$ cat config.mk
export PLATFORM = sky130hd
export DESIGN_NAME = dta_out_skid
export DESIGN_NICKNAME = d
export VERILOG_FILES = /design/src/dta_pkg.sv /design/src/dta_out_skid.sv
export SDC_FILE = /design/constraint.sdc
export NUM_CORES = 1
export LEC_CHECK = 0
export ABC_CLOCK_PERIOD_IN_PS = 12700
export BUFFER_PORTS_ARGS = -buffer_cell sky130_fd_sc_hd__buf_2
export CORE_MARGIN = 2
export CORE_UTILIZATION = 56
export CTS_CLUSTER_DIAMETER = 200
export DETAILED_ROUTE_END_ITERATION = 6
export GPL_TIMING_DRIVEN = 0
export PLACE_DENSITY_LB_ADDON = 0.08
export SETUP_SLACK_MARGIN = 0.05
export SYNTH_ARGS = -nofsm -noshare
export SYNTH_HDL_FRONTEND = slang
export SYNTH_SLANG_ARGS = --single-unit
export TNS_END_PERCENT = 1
$ cat constraint.sdc
create_clock -name clk -period 12.7 [get_ports clk]
set_clock_uncertainty 0.15 [all_clocks]
set_input_delay 1.905 -clock clk [delete_from_list [all_inputs] [get_ports clk]]
set_output_delay 1.905 -clock clk [all_outputs]
set_load 0.02 [all_outputs]
$ cat src/dta_pkg.sv
// Shared types and constants for the dyadic transpose address generator.
// Used by every module in src; depends on nothing else.
`default_nettype none
package dta_pkg;

  // Fixed field widths.
  localparam int IDX_W    = 32;
  localparam int LEN_W    = 16;
  localparam int NUM_AXES = 4;
  localparam int AX_W     = 2;
  localparam int RANK_W   = 3;
  localparam int MAP_W    = 8;
  localparam int CNT_W    = 64;

  // Rank limit and usable length bits.
  localparam int MAX_RANK = 4;
  localparam int LEN_BITS = 16;
  localparam int RANK_CAP = (MAX_RANK < NUM_AXES) ? MAX_RANK : NUM_AXES;
  localparam logic [LEN_W-1:0] LEN_MASK = LEN_W'((64'(1) << LEN_BITS) - 64'(1));

  // Division cells: one per quotient bit per result axis.
  localparam int NUM_CELLS = NUM_AXES * IDX_W;

  // Settling time of the derived configuration after a write.
  localparam logic [1:0] SETTLE_CYC = 2'd3;

  // Configuration register indexes.
  localparam logic [2:0] REG_RANK = 3'd0;
  localparam logic [2:0] REG_MAP  = 3'd1;
  localparam logic [2:0] REG_LEN0 = 3'd2;
  localparam logic [2:0] REG_LEN1 = 3'd3;
  localparam logic [2:0] REG_LEN2 = 3'd4;
  localparam logic [2:0] REG_LEN3 = 3'd5;

  typedef enum logic [1:0] {
    ST_OK    = 2'd0,
    ST_AXIS  = 2'd1,
    ST_GAP   = 2'd2,
    ST_RANGE = 2'd3
  } status_t;

  // Values derived from the configuration registers.
  typedef struct packed {
    status_t                         cfg_status;
    logic [RANK_W-1:0]               rank;
    logic [MAP_W-1:0]                amap;
    logic [NUM_AXES-1:0][LEN_W-1:0]  zlen;
    logic [NUM_AXES-1:0][IDX_W-1:0]  sstride;
    logic [CNT_W-1:0]                count;
  } derive_t;

  // Item state handed from cell to cell.
  typedef struct packed {
    logic                            valid;
    logic                            beyond;
    logic [LEN_W-1:0]                rem;
    logic [IDX_W-1:0]                w;
    logic [NUM_AXES-1:0][LEN_W-1:0]  coord;
  } cell_t;

  // One finished result.
  typedef struct packed {
    logic [IDX_W-1:0] offset;
    logic [IDX_W-1:0] count;
    status_t          status;
  } res_t;

endpackage
`default_nettype wire

$ cat src/dta_out_skid.sv
// Two-entry output queue that parts the pipeline from the result channel.
// Depends on dta_pkg.
`default_nettype none
module dta_out_skid (
  input  wire              clk,
  input  wire              rst_n,
  input  wire              push,
  input  wire dta_pkg::res_t push_data,
  output logic             room,
  output logic             out_valid,
  input  wire              out_stall,
  output dta_pkg::res_t    out_data
);

  dta_pkg::res_t mem_r [2];
  logic          wr_ptr_r;
  logic          rd_ptr_r;
  logic [1:0]    cnt_r;
  logic          pop;

  assign out_valid = (cnt_r != 2'd0);
  assign pop       = out_valid && !out_stall;
  assign room      = (cnt_r != 2'd2);
  assign out_data  = mem_r[rd_ptr_r];

  // Pointers and fill count.
  always_ff @(posedge clk) begin
    if (!rst_n) begin
      wr_ptr_r <= 1'b0;
      rd_ptr_r <= 1'b0;
      cnt_r    <= 2'd0;
    end else begin
      if (push) wr_ptr_r <= !wr_ptr_r;
      if (pop)  rd_ptr_r <= !rd_ptr_r;
      cnt_r <= cnt_r + {1'b0, push} - {1'b0, pop};
    end
  end

  // Entry storage.
  always_ff @(posedge clk) begin
    if (push) mem_r[wr_ptr_r] <= push_data;
  end

endmodule
`default_nettype wire
# After elaboration in Yosys (flattened, before gate mapping)
# Memory sizes are Yosys's and may differ from the RTL's. A register that Yosys moved wholly into a read port is not among the register bits.
# Cells that the tools add are included.
# Widths: inputs -> output; s select.
# classes
add_sub_neg,2
reduce_logical,5
mux,4
eq_ne,1
# op_table
operator,count
$mux 1,4
$logic_not 1->1,3
$add 2x1->2,1
$ne 2x2->1 const B,1
$reduce_bool 2->1,1
$sub 2x1->2,1
$logic_and 1x1->1,1
# totals
regBits,4
mem_count,1
output_inout_bits,68
mem_bits_rw,132
# mem_list
memory,words,width,rd,rd_ports_with_merged_regs,wr,line,text
mem_r,2,66,1,1,1,dta_out_skid.sv:15,dta_pkg::res_t mem_r [2];

# Logic depth before layout (Yosys ltp)
# Gate-level depths: netlist of run 1.
# logic_depth
ltp_word,4
depth_mapped,6

# Worst setup path before layout of run 1
# Ideal clock, no wire load.
# synth_path
kind,input to register
startpoint,input push
endpoint,memory mem_r[0][0] (netlist name) (enable)
path_slack_ns,7.215
setup_ns,0.499
path_buffers,0
arrival_ns,4.836
path_stages,1
cell_sequence,nor2b_1
# synth_between
elab_chain_cells,2
# synth_rtl
element,line,text
start: declaration,dta_out_skid.sv:7,"input wire push,"
$mux 1,dta_out_skid.sv:41,if (push) mem_r[wr_ptr_r] <= push_data;
$mux 1 (implied by the code),dta_out_skid.sv:41,
end: declaration,dta_out_skid.sv:15,
# No other way between the ends.

==> out/results.ini, run 1 <==
[clock_tree]
clkSinkCount = 137
tritoncts = built
clk_latency_ps = 510
cts_buffer_depth = 2
cts_hold_buf = 0
cts_resized = 0
clk_root_buffer_cell = clkbuf_8
clk_pin_slew_ps = 60
cts_made_buffers = 17
htree_num_levels = 4
cts_setup_buffers = 0

[critical_path]
crit_top_cell = buf_6
crit_required_ps = 10640
cp-end-kind = output port
slowest_stage = dfxtp_1
crit_family = buffers and inverters
crit_path_max_incr_delay_ps = 350
cp.arrival_ps = 1720
crit_chain = buf_6 > buf_6 > mux2_4 > buf_2
cp_max_fo = 10
crit_buf_inv = 3
startpoint_type = register
crit_type = register to output port

[synth]
ys_ff_latch = 137
synth_top_family_by_area = multiplexers
synth_commonest_cells = edfxtp_1, mux2_4, mux2_2
netlist_instances = 228
yosys.area.top_type = edfxtp_1
post-synth-top-count-cell = edfxtp_1
synth-edff-count = 132
synthMuxAreaShare_pct = 17.68
synth_top_area_share_pct = 76.71
synth_area_per_cell_sq_um = 22.66
ys_warn_count = 0
synth_xor_area_share_pct = 0.4358
seq_area_frac_synth_pct = 78.64
synth_flop_cell = edfxtp_1
syn_area_sq_mm = 0.005167
synth_fa_ha_area_share_pct = 0.4843
syn_nets = 300
synth_compound_area_share_pct = 0.3390
synth_cell_types = 17
postSynth.asyncResetShare_pct = 0
synthSimpleGateAreaFrac_pct = 0.9927
synthTopCellsByArea = edfxtp_1, mux2_4, mux2_2, dfxtp_1, buf_6

[placed_design]
gp_congestion = 0.7063
io_buffers = 137
dpl.hpwl_um = 5740
place_area_sq_mm = 0.006105

[global_route]
grt_pass1_wl_um = 13060
grt_pass1_vias = 2661
antenna_found_initial = 0
grt_max_degree = 35
gr-usage-all-layers_pct = 17.75
grt-ovfl-total = 0

[sta]
min_period_over_period_pct = 29.76
final.setup.tns_ps = 0
maxSlewHeadroom_pct = 68.32
tightestPinTransition_ps = 475.2
slew_viol_final = 0
hold_viol_final = 0
setup_viol = 0
fmax_ghz = 0.2646
layout_min_cycle_time_ps = 3780
rsz0062_at_grt = false

[worst_hold_path]
hp-class = register to register

[drt]
vias_per_cell = 5.035
drt_wl_total_um = 8469
drtIter0Drc = 93
first_pass_iters = 4
routedWlPerCell_um = 16.54
route.vias.total = 2578
detail-route-antenna-nets = 0
drc = 0

[layout]
final_area_sq_mm = 0.006648
drive_gt1_share_pct = 61.60
fillers = 593
area_growth_pct = 28.64
num_antenna_cells = 0
finalNetCount = 460

[floorplanning]
die_h_um = 100.1
placementRows = 35
coreArea_sq_mm = 0.009109
die-area_sq_mm = 0.01001
io_pins = 138
start_util_pct = 56.73
die_w_um = 100.1

[status]
status = completed

[power_and_ir_drop]
vdd_drop_max_mv = 0.1097
leakagePower_nw = 2.618
pwr_density_cell_mw_per_mm2 = 189.9

[job]
cap_violations = 0

## cells in the final DEF (no fill, tap or decap), types with 2 or more instances in the layout
| master | instances |
|---|---|
| buf_16 | 3 |
| buf_2 | 139 |
| buf_6 | 5 |
| clkbuf_1 | 2 |
| clkbuf_16 | 16 |
| clkinv_4 | 2 |
| clkinvlp_4 | 4 |
| dfxtp_1 | 5 |
| edfxtp_1 | 132 |
| ha_1 | 2 |
| inv_1 | 2 |
| inv_6 | 4 |
| mux2_2 | 26 |
| mux2_4 | 40 |
| mux2i_1 | 2 |
| nand2_1 | 2 |
| nor2b_1 | 2 |
## per-layer routing
layer / track usage (%) / vias up / routed length, um
li1: - / 1224 / -
met1: 20.20 / 1250 / 3391
met2: 30.09 / 92 / 4382
met3: 6.616 / 12 / 563
met4: 7.903 / 0 / 131
met5: 0 / - / 0
## worst register-to-register path, delay by kind of cell, from the launching register on
| kind | cells | cell delay (ps) |
|---|---|---|
| buffers and inverters | 2 | 420 |
| flip-flops | 1 | 340 |
| AND/OR/NAND/NOR | 1 | 410 |
## sequential cells by signal (all words and copies together) (netlist names), named ones only
signal and flops:
wr_ptr_r 1, mem_r 132, cnt_r 2, rd_ptr_r 1
## power by group
group	internal [mW]	leakage, nW	switching [mW]
Clock	0.261	0.253	0.182
Combinational	0.136	1.08	0.149
Sequential	0.526	1.28	0.00903
## worst paths after layout
path | startpoint | end | slack, ps | depth (start not counted)
max | register | out_data[62] | 8920 | 4
min reg2reg | rd_ptr_r$_SDFFE_PN0P_ | register | 350 | 2
max reg2reg | wr_ptr_r$_SDFFE_PN0P_ | mem_r[0][50]$_DFFE_PP_ | 11060 | 3
min | rd_ptr_r$_SDFFE_PN0P_ | register | 350 | 2
## cells by family after synthesis
kind of cell    after synthesis
fa+ha+maj                     2
simple gates                  9
mux                          68
xor+xnor                      1
compound gates                2
flops                       137
buf+inv                       9
## layout make-up
| cell class | count | area, sq um | area share (%) |
|---|---|---|---|
| clock inverters | 13 | 121.4 | 1.826 |
| clock buffers | 19 | 421.7 | 6.343 |
| plain buffers | 7 | 66.31 | 0.9976 |
| repair buffers | 141 | 788.3 | 11.86 |
| multi-input cells | 82 | 1040 | 15.64 |
| well taps | 111 | 138.9 | 2.089 |
| inverters | 2 | 7.507 | 0.1129 |
| flip-flops and latches | 137 | 4064 | 61.13 |
## per-stage QoR
step / worst slack [ps] / utilization (%) / std cells / total power [mW] / hold WS (ps)
4_1_cts: 8890 / 72.98 / 512 / 1.276 / 345.8
3_3_place_gp: 5313 / 65.78 / 476 / 0.8226 / 310.0
3_5_place_dp: 9313 / 67.02 / 480 / 0.8325 / 330.5
2_1_floorplan: 7215 / - / 228 / 0.7482 / 301.6
6_report: 8920 / 72.98 / 512 / 1.262 / 346.1
5_1_grt: 8846 / 72.98 / 512 / 1.311 / 363.5
Note: power is estimated with default switching activity, not from simulation.
==> inputs of run 2 (changes only) <==
- ABC_CLOCK_PERIOD_IN_PS: 12700 -> 3500
- CORE_UTILIZATION: 56 -> 52
- clock period: 12.7 -> 3.5 ns (I/O delays scaled with it)
==> out/results.ini, run 2 (same netlist as run 1, synthesis figures left out) <==
[clock_tree]
htree_num_levels = 4
clk_root_buffer_cell = clkbuf_8
cts_setup_buffers = 0
cts_made_buffers = 17
clk_latency_ps = 500
clkSinkCount = 137
cts_hold_buf = 0
clk_pin_slew_ps = 60
cts_buffer_depth = 2
cts_resized = 0
tritoncts = built

[drt]
routedWlPerCell_um = 15.98
drtIter0Drc = 81
first_pass_iters = 4
route.vias.total = 2579
vias_per_cell = 4.839
drc = 0
detail-route-antenna-nets = 0
drt_wl_total_um = 8517

[power_and_ir_drop]
leakagePower_nw = 2.659
pwr_density_cell_mw_per_mm2 = 717.0
vdd_drop_max_mv = 0.4004
total_power_mw = 4.821

[layout]
reg_top3 = mem_r x132, cnt_r x2
num_antenna_cells = 0
finalNetCount = 459
regMostFlops = mem_r
fillers = 690
mostFrequentLayoutCell = buf_2
final_area_sq_mm = 0.006724
largest_reg_flops = 132
drive_gt1_share_pct = 61.25
final_util_pct = 69.11
area_growth_pct = 30.12
final_cell_mix = buf_2, edfxtp_1, mux2_4
finalNonFillerCells = 533

[sta]
rsz0062_at_grt = false
tightestPinTransition_ps = 367.7
layout_min_cycle_time_ps = 2380
slew_viol_final = 0
maxSlewHeadroom_pct = 75.44
final.setup.tns_ps = 0
setup_viol = 0
min_period_over_period_pct = 68.01
hold_slack_ps = 53.89
fmax_ghz = 0.4201
hold_viol_final = 0
setup_ws_ps = 1120

[critical_path]
cp.arrival_ps = 1710
r2r_start = cnt_r[1]$_SDFF_PN0_
rr_endpoint = cnt_r[1]$_SDFF_PN0_
r2r_cells = 6
crit_top_cell = buf_6
cp-end-kind = output port
crit_chain = buf_6 > buf_6 > mux2_4 > buf_2
startpoint_type = register
slowest_stage = dfxtp_1
rrSetupSlack_ps = 1890
cp_max_fo = 10
crit_path_max_incr_delay_ps = 350
crit_type = register to output port
crit_required_ps = 2820

[placed_design]
place_area_sq_mm = 0.006097
gp_congestion = 0.6972
io_buffers = 137
dp_cells = 501
place_ws_ps = 1616
dpl.hpwl_um = 5682

[global_route]
gr-usage-all-layers_pct = 16.66
grt_pass1_wl_um = 13360
grt_max_degree = 45
grt_busiest_layer = met2
antenna_found_initial = 0
use_met2_pct = 28.95
use_met1_pct = 17.78
grt_pass1_vias = 2758
grtUsageMet3_pct = 7.048
grt-ovfl-total = 0

[floorplanning]
coreArea_sq_mm = 0.009729
io_pins = 138
die-area_sq_mm = 0.01075
die_w_um = 103.7
placementRows = 36
die_h_um = 103.7
start_util_pct = 53.11

[job]
cap_violations = 0

[worst_hold_path]
hold_start = push_data[22]
hold_end = mem_r[1][22]$_DFFE_PP_
hold_depth = 1
hp-class = input port to register

[status]
status = completed

## run 2: cell count changes in the layout (fill, tap and decap cells not counted)
cell and delta:
clkinv_2 +3, clkbuf_1 +2, buf_16 -2, buf_12 +1
clkbuf_8 +2, clkinvlp_4 -4, clkinv_1 -1, inv_6 -4
bufinv_16 +4, clkinv_4 -2
## run 2: layout make-up
| cell class | count | area [sq um] | area share, % |
|---|---|---|---|
| Sequential cell | 137 | 4064 | 60.44 |
| Multi-Input combinational cell | 82 | 1040 | 15.46 |
| Timing Repair Buffer | 140 | 753.2 | 11.20 |
| Clock buffer | 23 | 456.7 | 6.792 |
| Clock inverter | 9 | 170.2 | 2.531 |
| Tap cell | 133 | 166.4 | 2.475 |
| Buffer | 7 | 66.31 | 0.9862 |
| Inverter | 2 | 7.507 | 0.1116 |
## run 2: power breakdown
part | switching, mW | internal, mW | total (mW)
logic | 0.535 | 0.485 | 1.02
registers | 0.0324 | 1.91 | 1.94
clock network | 0.599 | 1.26 | 1.86
total | 1.17 | 3.65 | 4.82
## run 2: worst max-delay path: cells and delay by family (launching register included)
family	cells	cell delay, ps
flops	1	350
buf+inv	3	530
mux	1	320
## run 2: how the worst max path moves through the flow
stage	depth (start not counted)	from	endpoint
6_report	4	register	out_data[36]
4_1_cts	4	register	out_data[41]
3_3_place_gp	2	push	mem_r[0][64]$_DFFE_PP_
3_5_place_dp	4	register	out_data[36]
5_1_grt	4	register	out_data[41]
2_1_floorplan	1	push	mem_r[0][0]$_DFFE_PP_
## run 2: metal layers
metal,up-vias,routed length [um]
li1,1219,-
met1,1265,3248
met2,89,4593
met3,6,598
met4,0,78
met5,-,0
