<file path="config.mk">
export PLATFORM = sky130hd
export DESIGN_NAME = dta_div_cell
export DESIGN_NICKNAME = d
export VERILOG_FILES = /design/src/dta_pkg.sv /design/src/dta_div_cell.sv
export SDC_FILE = /design/constraint.sdc
export NUM_CORES = 1
export LEC_CHECK = 0
export BUFFER_PORTS_ARGS = -buffer_cell sky130_fd_sc_hd__buf_4
export CELL_PAD_IN_SITES_DETAIL_PLACEMENT = 1
export CELL_PAD_IN_SITES_GLOBAL_PLACEMENT = 1
export CORE_MARGIN = 10
export CORE_UTILIZATION = 35
export DETAILED_ROUTE_END_ITERATION = 10
export PLACE_DENSITY_LB_ADDON = 0.08
export SETUP_SLACK_MARGIN = 0.05
export SKIP_CTS_REPAIR_TIMING = 1
export SKIP_LAST_GASP = 1
export SLEW_MARGIN = 20
export SYNTH_ARGS = -nofsm -noshare
export SYNTH_HDL_FRONTEND = slang
export SYNTH_SLANG_ARGS = --single-unit
</file>
<file path="constraint.sdc">
create_clock -name clk -period 3.7 [get_ports clk]
set_input_delay 0.37 -clock clk [delete_from_list [all_inputs] [get_ports clk]]
set_output_delay 0.37 -clock clk [all_outputs]
set_load 0.005 [all_outputs]
</file>
<file path="src/dta_pkg.sv">
// Shared types and constants for the dyadic transpose address generator.
// Used by every module in src; depends on nothing else.
`default_nettype none
package dta_pkg;

  // Fixed field widths.
  localparam int IDX_W    = 32;
  localparam int LEN_W    = 16;
  localparam int NUM_AXES = 4;
  localparam int AX_W     = 2;
  localparam int RANK_W   = 3;
  localparam int MAP_W    = 8;
  localparam int CNT_W    = 64;

  // Rank limit and usable length bits.
  localparam int MAX_RANK = 4;
  localparam int LEN_BITS = 16;
  localparam int RANK_CAP = (MAX_RANK < NUM_AXES) ? MAX_RANK : NUM_AXES;
  localparam logic [LEN_W-1:0] LEN_MASK = LEN_W'((64'(1) << LEN_BITS) - 64'(1));

  // Division cells: one per quotient bit per result axis.
  localparam int NUM_CELLS = NUM_AXES * IDX_W;

  // Settling time of the derived configuration after a write.
  localparam logic [1:0] SETTLE_CYC = 2'd3;

  // Configuration register indexes.
  localparam logic [2:0] REG_RANK = 3'd0;
  localparam logic [2:0] REG_MAP  = 3'd1;
  localparam logic [2:0] REG_LEN0 = 3'd2;
  localparam logic [2:0] REG_LEN1 = 3'd3;
  localparam logic [2:0] REG_LEN2 = 3'd4;
  localparam logic [2:0] REG_LEN3 = 3'd5;

  typedef enum logic [1:0] {
    ST_OK    = 2'd0,
    ST_AXIS  = 2'd1,
    ST_GAP   = 2'd2,
    ST_RANGE = 2'd3
  } status_t;

  // Values derived from the configuration registers.
  typedef struct packed {
    status_t                         cfg_status;
    logic [RANK_W-1:0]               rank;
    logic [MAP_W-1:0]                amap;
    logic [NUM_AXES-1:0][LEN_W-1:0]  zlen;
    logic [NUM_AXES-1:0][IDX_W-1:0]  sstride;
    logic [CNT_W-1:0]                count;
  } derive_t;

  // Item state handed from cell to cell.
  typedef struct packed {
    logic                            valid;
    logic                            beyond;
    logic [LEN_W-1:0]                rem;
    logic [IDX_W-1:0]                w;
    logic [NUM_AXES-1:0][LEN_W-1:0]  coord;
  } cell_t;

  // One finished result.
  typedef struct packed {
    logic [IDX_W-1:0] offset;
    logic [IDX_W-1:0] count;
    status_t          status;
  } res_t;

endpackage
`default_nettype wire

</file>
<file path="src/dta_div_cell.sv">
// One restoring-division step of the coordinate chain.
// Depends on dta_pkg.
`default_nettype none
module dta_div_cell #(
  parameter int AXIS = 0,
  parameter bit LAST = 1'b0
) (
  input  wire                          clk,
  input  wire                          rst_n,
  input  wire                          en,
  input  wire dta_pkg::cell_t          c_in,
  input  wire [dta_pkg::LEN_W-1:0]     divisor,
  output dta_pkg::cell_t               c_out
);

  dta_pkg::cell_t              c_r;
  dta_pkg::cell_t              c_nxt;
  logic [dta_pkg::LEN_W:0]     trial;
  logic [dta_pkg::LEN_W:0]     diff;
  logic                        ge;
  logic [dta_pkg::LEN_W-1:0]   rem_new;

  // Shift in the next dividend bit and subtract when it fits.
  always_comb begin
    trial   = {c_in.rem, c_in.w[dta_pkg::IDX_W-1]};
    diff    = trial - {1'b0, divisor};
    ge      = (trial >= {1'b0, divisor});
    rem_new = ge ? diff[dta_pkg::LEN_W-1:0] : trial[dta_pkg::LEN_W-1:0];
    c_nxt   = c_in;
    c_nxt.w = {c_in.w[dta_pkg::IDX_W-2:0], ge};
    if (LAST) begin
      // The last step of an axis leaves its coordinate and restarts the remainder.
      c_nxt.coord[AXIS] = rem_new;
      c_nxt.rem         = '0;
    end else begin
      c_nxt.rem = rem_new;
    end
  end

  // Reset clears only the valid bit; the payload moves with it.
  always_ff @(posedge clk) begin
    if (!rst_n) begin
      c_r.valid <= 1'b0;
    end else if (en) begin
      c_r <= c_nxt;
    end
  end

  assign c_out = c_r;

endmodule
`default_nettype wire

</file>
# Word level (Yosys, flattened, before mapping)
# Cells that the tools add are included.
[op_classes] addsub=1 magnitude_cmp=1 n_mux=1 n_reduce_logical=1
[ops] cell="$ge 17x16->1" n=1
[ops] cell="$mux 16" n=1
[ops] cell="$sub 16x16->16" n=1
[ops] cell="$reduce_and 2->1" n=1
[word_totals] reg_bits=114 in_bits=133

# Logic depth before layout (Yosys ltp)
# Gate-level depths: netlist (run 1).
[depth] ltp_word=2 ltp_mapped=12 ltp_nobuf=9

# Least setup slack after synthesis (run 1)
# Ideal clock, no wire load.
[synth_timing] kind="in2reg" from="input en" to="register c_r (netlist bit c_out[0]) (enable)" setup_ns=0.485 arrival_time_ns=2.969 t_required_ns=3.215 path_slack_ns=0.247 stages=1 path_cell_list="and2_1"
[synth_between] elab_chain_cells=1
[synth_rtl] element="start: declaration" line="dta_div_cell.sv:10" rtl="input wire en,"
[synth_rtl] element="$reduce_and 2->1 (no line)"
[synth_rtl] element="end signal: assignment" line="dta_div_cell.sv:45" rtl="c_r <= c_nxt;"
[synth_rtl] element="end: declaration" line="dta_div_cell.sv:16" rtl="dta_pkg::cell_t c_r;"
# Every way passes these cells.
# A chain may end at the register's enable or synchronous reset.

# Worst setup path after layout (run 1)
[layout_timing] from="input c_in[103] in the netlist's numbering" to="register c_r (netlist bit c_out[102]), data pin"
[layout_between] elab_chain_cells=2
[layout_rtl] element="start: declaration" line="dta_div_cell.sv:11" rtl="input wire dta_pkg::cell_t c_in,"
[layout_rtl] element="$ge 17x16->1" line="dta_div_cell.sv:27" rtl="ge = (trial >= {1'b0, divisor});"
[layout_rtl] element="$mux 16" line="dta_div_cell.sv:28" rtl="rem_new = ge ? diff[dta_pkg::LEN_W-1:0] : trial[dta_pkg::LEN_W-1:0];"
[layout_rtl] element="via rem_new, one bit" line="dta_div_cell.sv:21" rtl="logic [dta_pkg::LEN_W-1:0] rem_new;"
# The timed path passes the listed nets, and every way through them passes these cells.

==> flow_summary_export.csv, run 1 <==
group,metric,value,unit
synth,seq_area_frac_synth,0.738,
pwr,power.leakage,3.14,nW
route,met2WireLength,8400,um
sta,fmax,0.425,GHz
global_routing,grt_overflow,0,
synth,avgSynthCellArea,17.1,sq um
synth,yosys_warnings,0,
worst_setup_path,crit_type,"in -> reg",
sta,period_share,0.637,
synth,synth_edf_count,113,
worst_setup_path,endpoint_kind,"flop",
worst_setup_path,cp.required,3850,ps
run_status,status,"completed",
clock_tree,cts_root_buf,"clkbuf_16",
floorplanning,die_x,135,um
synth,yosys.area.top_type,"edfxtp_1",
sta,worst_slew_pin_slew,1020,ps
worst_setup_path,worstPathMaxFanout,11,
worst_setup_path,crit_path_start_kind,"primary input",
global_routing,antenna_found_initial,1,
layout,final_nets,681,
placement,place_inst,684,
clock_tree,cts.reportedPaths.clkPinSlew,60,ps
job,drv_cap,0,
route,top_layer_used,"met5",
clock_tree,clock-sinks,114,
layout,syn_to_final_growth,55.5,%
sta,relSlewSlack,0.317,
clock_tree,htreeDepth,4,
clock_tree,cts_tree,"done",
sta,setup_violations,0,
synth,synthesis.nets,420,
route,routed-wl-met3,1320,um
layout,final_cell_area,7200,sq um
placement,port_buffers,246,
synth,syn_area,4630,sq um
route,antenna_left,0,
synth,post-synth-top-count-cell,"edfxtp_1",
clock_tree,clock_path_buffers,2,
sta,fin_skew,0,ps
placement,place.gp.congestion,0.833,
synth,synthDistinctLibCells,47,
synth,synth_top_area_share,0.733,
placement,post_dp_cell_area,6650,sq um
route,drt-pass1-iter-count,4,
layout,multiInputGateArea,1080,sq um
route,drt_iter0_drc,192,
placement,dp_hpwl,12500,um
route,vias_per_cell,4.75,
global_routing,track_usage,0.170,
layout,nFillCells,1266,
synth,async_flop_share,0,
synth,syn_inst,270,
layout,stdcell_count,716,
route,drt_wl_total,15900,um
sta,rsz0062_at_grt,"no",
sta,slew_violations,0,
route,vias,3399,
layout,seq_area,3410,sq um
floorplanning,core_area,12800,sq um
route,drc,0,
route,wl_met1,6040,um
worst_setup_path,crit_arrival,2500,ps
sta,hold_viol_final,0,
floorplanning,die_h,135,um
pwr,p_per_area,497,nW/um^2
floorplanning,start_util,0.362,
synth,synth_seq_cells,114,
layout,largest_reg_flops,114,
layout,drive_gt1_frac,0.540,
clock_tree,cts_buffers,17,
sta,fin_crit,2360,ps
global_routing,grt_pass1_wl,23300,um
floorplanning,dieArea,18200,sq um
route,wl_per_cell,22.2,um
synth,synth_ff_type,"edfxtp_1",
synth,synth_commonest_cells,"edfxtp_1, inv_1, ha_1, nor2_1, o21ai_0",
hold_path,hold_path_class,"in -> reg",
synth,synth_area_leaders,"edfxtp_1, ha_1, mux2_4",
layout,diodes,0,
clock_tree,clk_latency,400,ps
floorplanning,rows,41,
sta,tns,0,ps
floorplanning,io_pins,247,
pwr,ir_drop,0.000277,V
global_routing,grt_max_degree,75,
global_routing,grt_pass1_vias,3640,
[placed cells by master (no fill, tap or decap), drive strengths merged, types with 6 or more instances in the layout]
cell and instances:
nand3 7, ha 16, mux2 9, nor2 12, clkbuf 19, clkinv 7, edfxtp 113, o21ai 10
inv 22, o21a 6, buf 247
[worst max-delay path: stages]
cell	delay [ps]
buf_4	120
ha_1	370
a21oi_2	200
o21ai_1	140
a221o_1	410
a21boi_4	230
and2_4	230
inv_4	110
mux2_4	310
[cells by family (layout without fill, tap and decap cells)]
group,count (synthesis),count (layout),share of synthesized area
AOI/OAI and AO/OA,52,52,0.0873
adders and majority gates,17,17,0.0476
and+or+nand+nor,42,42,0.0476
muxes,11,11,0.0327
xor gates and xnor gates,9,9,0.0170
buffers and inverters,25,299,0.0300
DFF,114,114,0.738
[power by group]
group | switching, W | internal [W] | leakage, nW
clock network | 0.000577 | 0.000921 | 0.263
logic | 0.000223 | 0.000291 | 1.81
registers | 0.0000262 | 0.00153 | 1.07
[area by class of cell]
class	instances	area share
inverters	20	0.0108
clock buffers	19	0.0602
multi-input cells	131	0.150
well taps	172	0.0299
clock inverters	13	0.0156
flip-flops and latches	114	0.474
repair buffers	247	0.259
[final timing paths]
| kind | end | cells after the start | startpoint | slack (ps) |
|---|---|---|---|---|
| min | c_out[86] | 1 | c_in[85] | 140 |
| max reg2reg | c_out[113] | 2 | c_out[113] | 3100 |
| max | c_out[102] | 9 | c_in[103] | 1340 |
| min reg2reg | c_out[113] | 2 | c_out[113] | 540 |
[layer usage]
metal  vias to the layer above  GRT usage
met5                         -          0
met2                       156      0.305
met1                      1667      0.183
met3                         7     0.0671
li1                       1567          -
met4                         2     0.0449
[through the flow]
step,power (W),utilization,setup WS [ps],hold WS (ps)
2_1_floorplan,0.00180,-,247,469
3_3_place_gp,0.00209,0.521,1000,502
3_5_place_dp,0.00211,0.521,941,525
4_1_cts,0.00362,0.563,1370,122
5_1_grt,0.00374,0.563,1250,115
6_report,0.00357,0.563,1340,141
No activity file was read; power rests on OpenSTA's default activity.
==> run 2: changes to the inputs <==
--- a/config.mk
+++ b/config.mk
@@ -5,11 +5,12 @@
 export SDC_FILE = /design/constraint.sdc
 export NUM_CORES = 1
 export LEC_CHECK = 0
+export ABC_AREA = 1
 export BUFFER_PORTS_ARGS = -buffer_cell sky130_fd_sc_hd__buf_4
 export CELL_PAD_IN_SITES_DETAIL_PLACEMENT = 1
 export CELL_PAD_IN_SITES_GLOBAL_PLACEMENT = 1
 export CORE_MARGIN = 10
-export CORE_UTILIZATION = 35
+export CORE_UTILIZATION = 34
 export DETAILED_ROUTE_END_ITERATION = 10
 export PLACE_DENSITY_LB_ADDON = 0.08
 export SETUP_SLACK_MARGIN = 0.05
==> constraint.sdc (replaced) <==
create_clock -name clk -period 2.4 [get_ports clk]
set_input_delay 0.24 -clock clk [delete_from_list [all_inputs] [get_ports clk]]
set_output_delay 0.24 -clock clk [all_outputs]
set_load 0.005 [all_outputs]
==> run 2 against run 1 <==
  * First-iteration DRC count rose by 13%
  * Clock-buffer cell count fell by 1
  * Critical endpoint is now c_out[108]
  * Clock power rose by 54%
  * Synthesized area increased by 2.7%
  * Sequential power rose by 56%
  * Final cell count rose by 30%
  * Setup slack lost 580 ps
  * Largest cell class unchanged
  * Combinational power rose by 88%
  * Clock skew unchanged
==> flow_summary_export.csv, run 2 <==
group,metric,value,unit
run_status,status,"completed",
layout,drive_gt1_frac,0.385,
synth,avgSynthCellArea,12.3,sq um
route,drc,0,
worst_setup_path,crit_arrival,1790,ps
worst_setup_path,worstPathMaxFanout,3,
synth,synthesis.nets,538,
global_routing,grt_pass1_wl,26100,um
hold_path,hold_path_class,"in -> reg",
sta,fin_crit,1640,ps
synth,synth_compound_area_frac,0.0153,
synth,synth_seq_cells,114,
pwr,p_total,0.00571,W
synth,async_flop_share,0,
synth,synth_area_leaders,"edfxtp_1, nand2_1, inv_1",
worst_setup_path,r2r-end,"c_out[113]",
global_routing,antenna_found_initial,2,
clock_tree,clock-sinks,114,
synth,seq_area_frac_synth,0.718,
layout,mostFrequentLayoutCells,"buf_4, nand2_1, edfxtp_1",
hold_path,min-delay-start,"c_in[26]",
synth,synthMuxAreaShare,0,
sta,tns,0,ps
floorplanning,die_x,138,um
sta,fmax,0.610,GHz
synth,synth_top_family_by_area,"simple AND/OR/NAND/NOR gates",
global_routing,grt_pass1_vias,4121,
clock_tree,cts.reportedPaths.clkPinSlew,60,ps
layout,final_util,0.597,
clock_tree,cts_buffers,17,
route,vias_per_cell,4.62,
synth,syn_inst,388,
synth,synthXorXnorAreaFrac,0.0111,
synth,synth_edf_count,113,
pwr,power.leakage,3.81,nW
sta,relSlewSlack,0.596,
sta,period_share,0.683,
global_routing,track_usage,0.179,
worst_setup_path,crit_path_start_kind,"primary input",
synth,yosys.area.top_type,"edfxtp_1",
worst_setup_path,cp.required,2550,ps
worst_setup_path,ff2ff_path_depth,2,
placement,port_buffers,246,
sta,hold_viol_final,0,
layout,syn_to_final_growth,73.0,%
sta,slew_violations,0,
layout,largest_reg_flops,114,
global_routing,grt_max_degree,69,
sta,rsz0062_at_grt,"no",
placement,place_inst,816,
worst_setup_path,reg2reg_slack,1680,ps
synth,synth_top_area_share,0.714,
route,drt-pass1-iter-count,4,
worst_setup_path,crit_type,"in -> reg",
synth,synth_commonest_cells,"nand2_1, edfxtp_1, inv_1, nand3_1",
floorplanning,rows,43,
clock_tree,cts_root_buf,"clkbuf_16",
synth,post-synth-top-count-cell,"nand2_1",
synth,yosys_warnings,0,
route,wl_per_cell,23.6,um
worst_setup_path,reg2reg_from,"c_out[113]",
layout,final_cell_area,8220,sq um
layout,stdcell_count,933,
synth,synthSimpleGateAreaFrac,0.151,
clock_tree,htreeDepth,4,
layout,mostFrequentLayoutCell,"buf_4",
placement,post_dp_cell_area,6840,sq um
pwr,ir_drop,0.000613,V
hold_path,hold_end,"c_out[26]",
floorplanning,core_area,13800,sq um
synth,syn_area,4750,sq um
route,vias,4312,
floorplanning,start_util,0.345,
sta,fin_skew,0,ps
global_routing,grt_overflow,0,
sta,worst_slew_pin_slew,606,ps
job,drv_cap,0,
clock_tree,clock_path_buffers,2,
worst_setup_path,endpoint_kind,"flop",
sta,setup_violations,0,
clock_tree,cts_tree,"done",
floorplanning,io_pins,247,
clock_tree,clk_latency,400,ps
placement,place.gp.congestion,0.837,
route,drt_wl_total,22000,um
floorplanning,dieArea,19100,sq um
synth,synth_ff_type,"edfxtp_1",
placement,dp_hpwl,14100,um
floorplanning,die_h,138,um
layout,final_nets,890,
pwr,p_per_area,694,nW/um^2
route,drt_iter0_drc,217,
synth,synthAdderAreaFrac,0.0463,
route,antenna_left,0,
synth,synthDistinctLibCells,23,
hold_path,hold_depth,1,
## run 2: cells by family (layout without fill, tap and decap cells)
| kind of cell | after synthesis | after routing |
|---|---|---|
| AND/OR/NAND/NOR | 172 | 172 |
| flip-flops | 114 | 114 |
| buffers and inverters | 65 | 428 |
| adder cells (fa/ha/maj) | 17 | 17 |
| AO/OA/AOI/OAI | 14 | 14 |
| XOR/XNOR | 6 | 6 |
| other | 0 | 2 |
## run 2: worst max-delay path by stage
| stage | startpoint | to | slack (ps) | depth (start not counted) |
|---|---|---|---|---|
| final | c_in[95] | c_out[108] | 760 | 10 |
| after global routing | c_in[95] | c_out[108] | 610 | 10 |
| after CTS | c_in[95] | c_out[108] | 780 | 10 |
| after detailed placement | c_in[103] | c_out[96] | 360 | 13 |
| after global placement | c_in[95] | c_out[108] | 390 | 10 |
| after floorplan | rst_n | c_out[0] | 70 | 2 |
## run 2: layout make-up
cell class / instances / area (sq um)
clock buffer: 18 / 429
sequential: 114 / 3410
inverter: 62 / 236
tap: 180 / 225
antenna: 2 / 5.00
fill: 1477 / 5550
clock inverter: 12 / 95.1
multi-input combinational: 209 / 1070
timing repair buffer: 336 / 2750
## run 2: per-stage QoR
step,hold slack [ps],worst slack (ps)
after floorplan,333,66.0
after global placement,418,391
after detailed placement,419,361
after CTS,-11.3,782
after global routing,-13.9,612
final,9.48,760
## run 2: metal layers
layer | track usage | vias to the layer above | share of wire
li1 | - | 2000 | -
met1 | 0.186 | 2119 | 0.39
met2 | 0.319 | 171 | 0.53
met3 | 0.0729 | 22 | 0.061
met4 | 0.0616 | 0 | 0.019
met5 | 0 | - | 0
## run 2: report_power, final
group	total, W	internal (W)	switching, W
Combinational	0.000965	0.000507	0.000458
Clock	0.00231	0.00139	0.000920
Sequential	0.00243	0.00237	0.0000608
## run 2: critical path: stages
cell,delay (ps)
buf_4,80
inv_1,40
ha_1,210
fa_1,450
o21bai_1,340
nand2_1,150
nand3_1,110
nand2_1,50
nand3_1,80
nand2_1,40
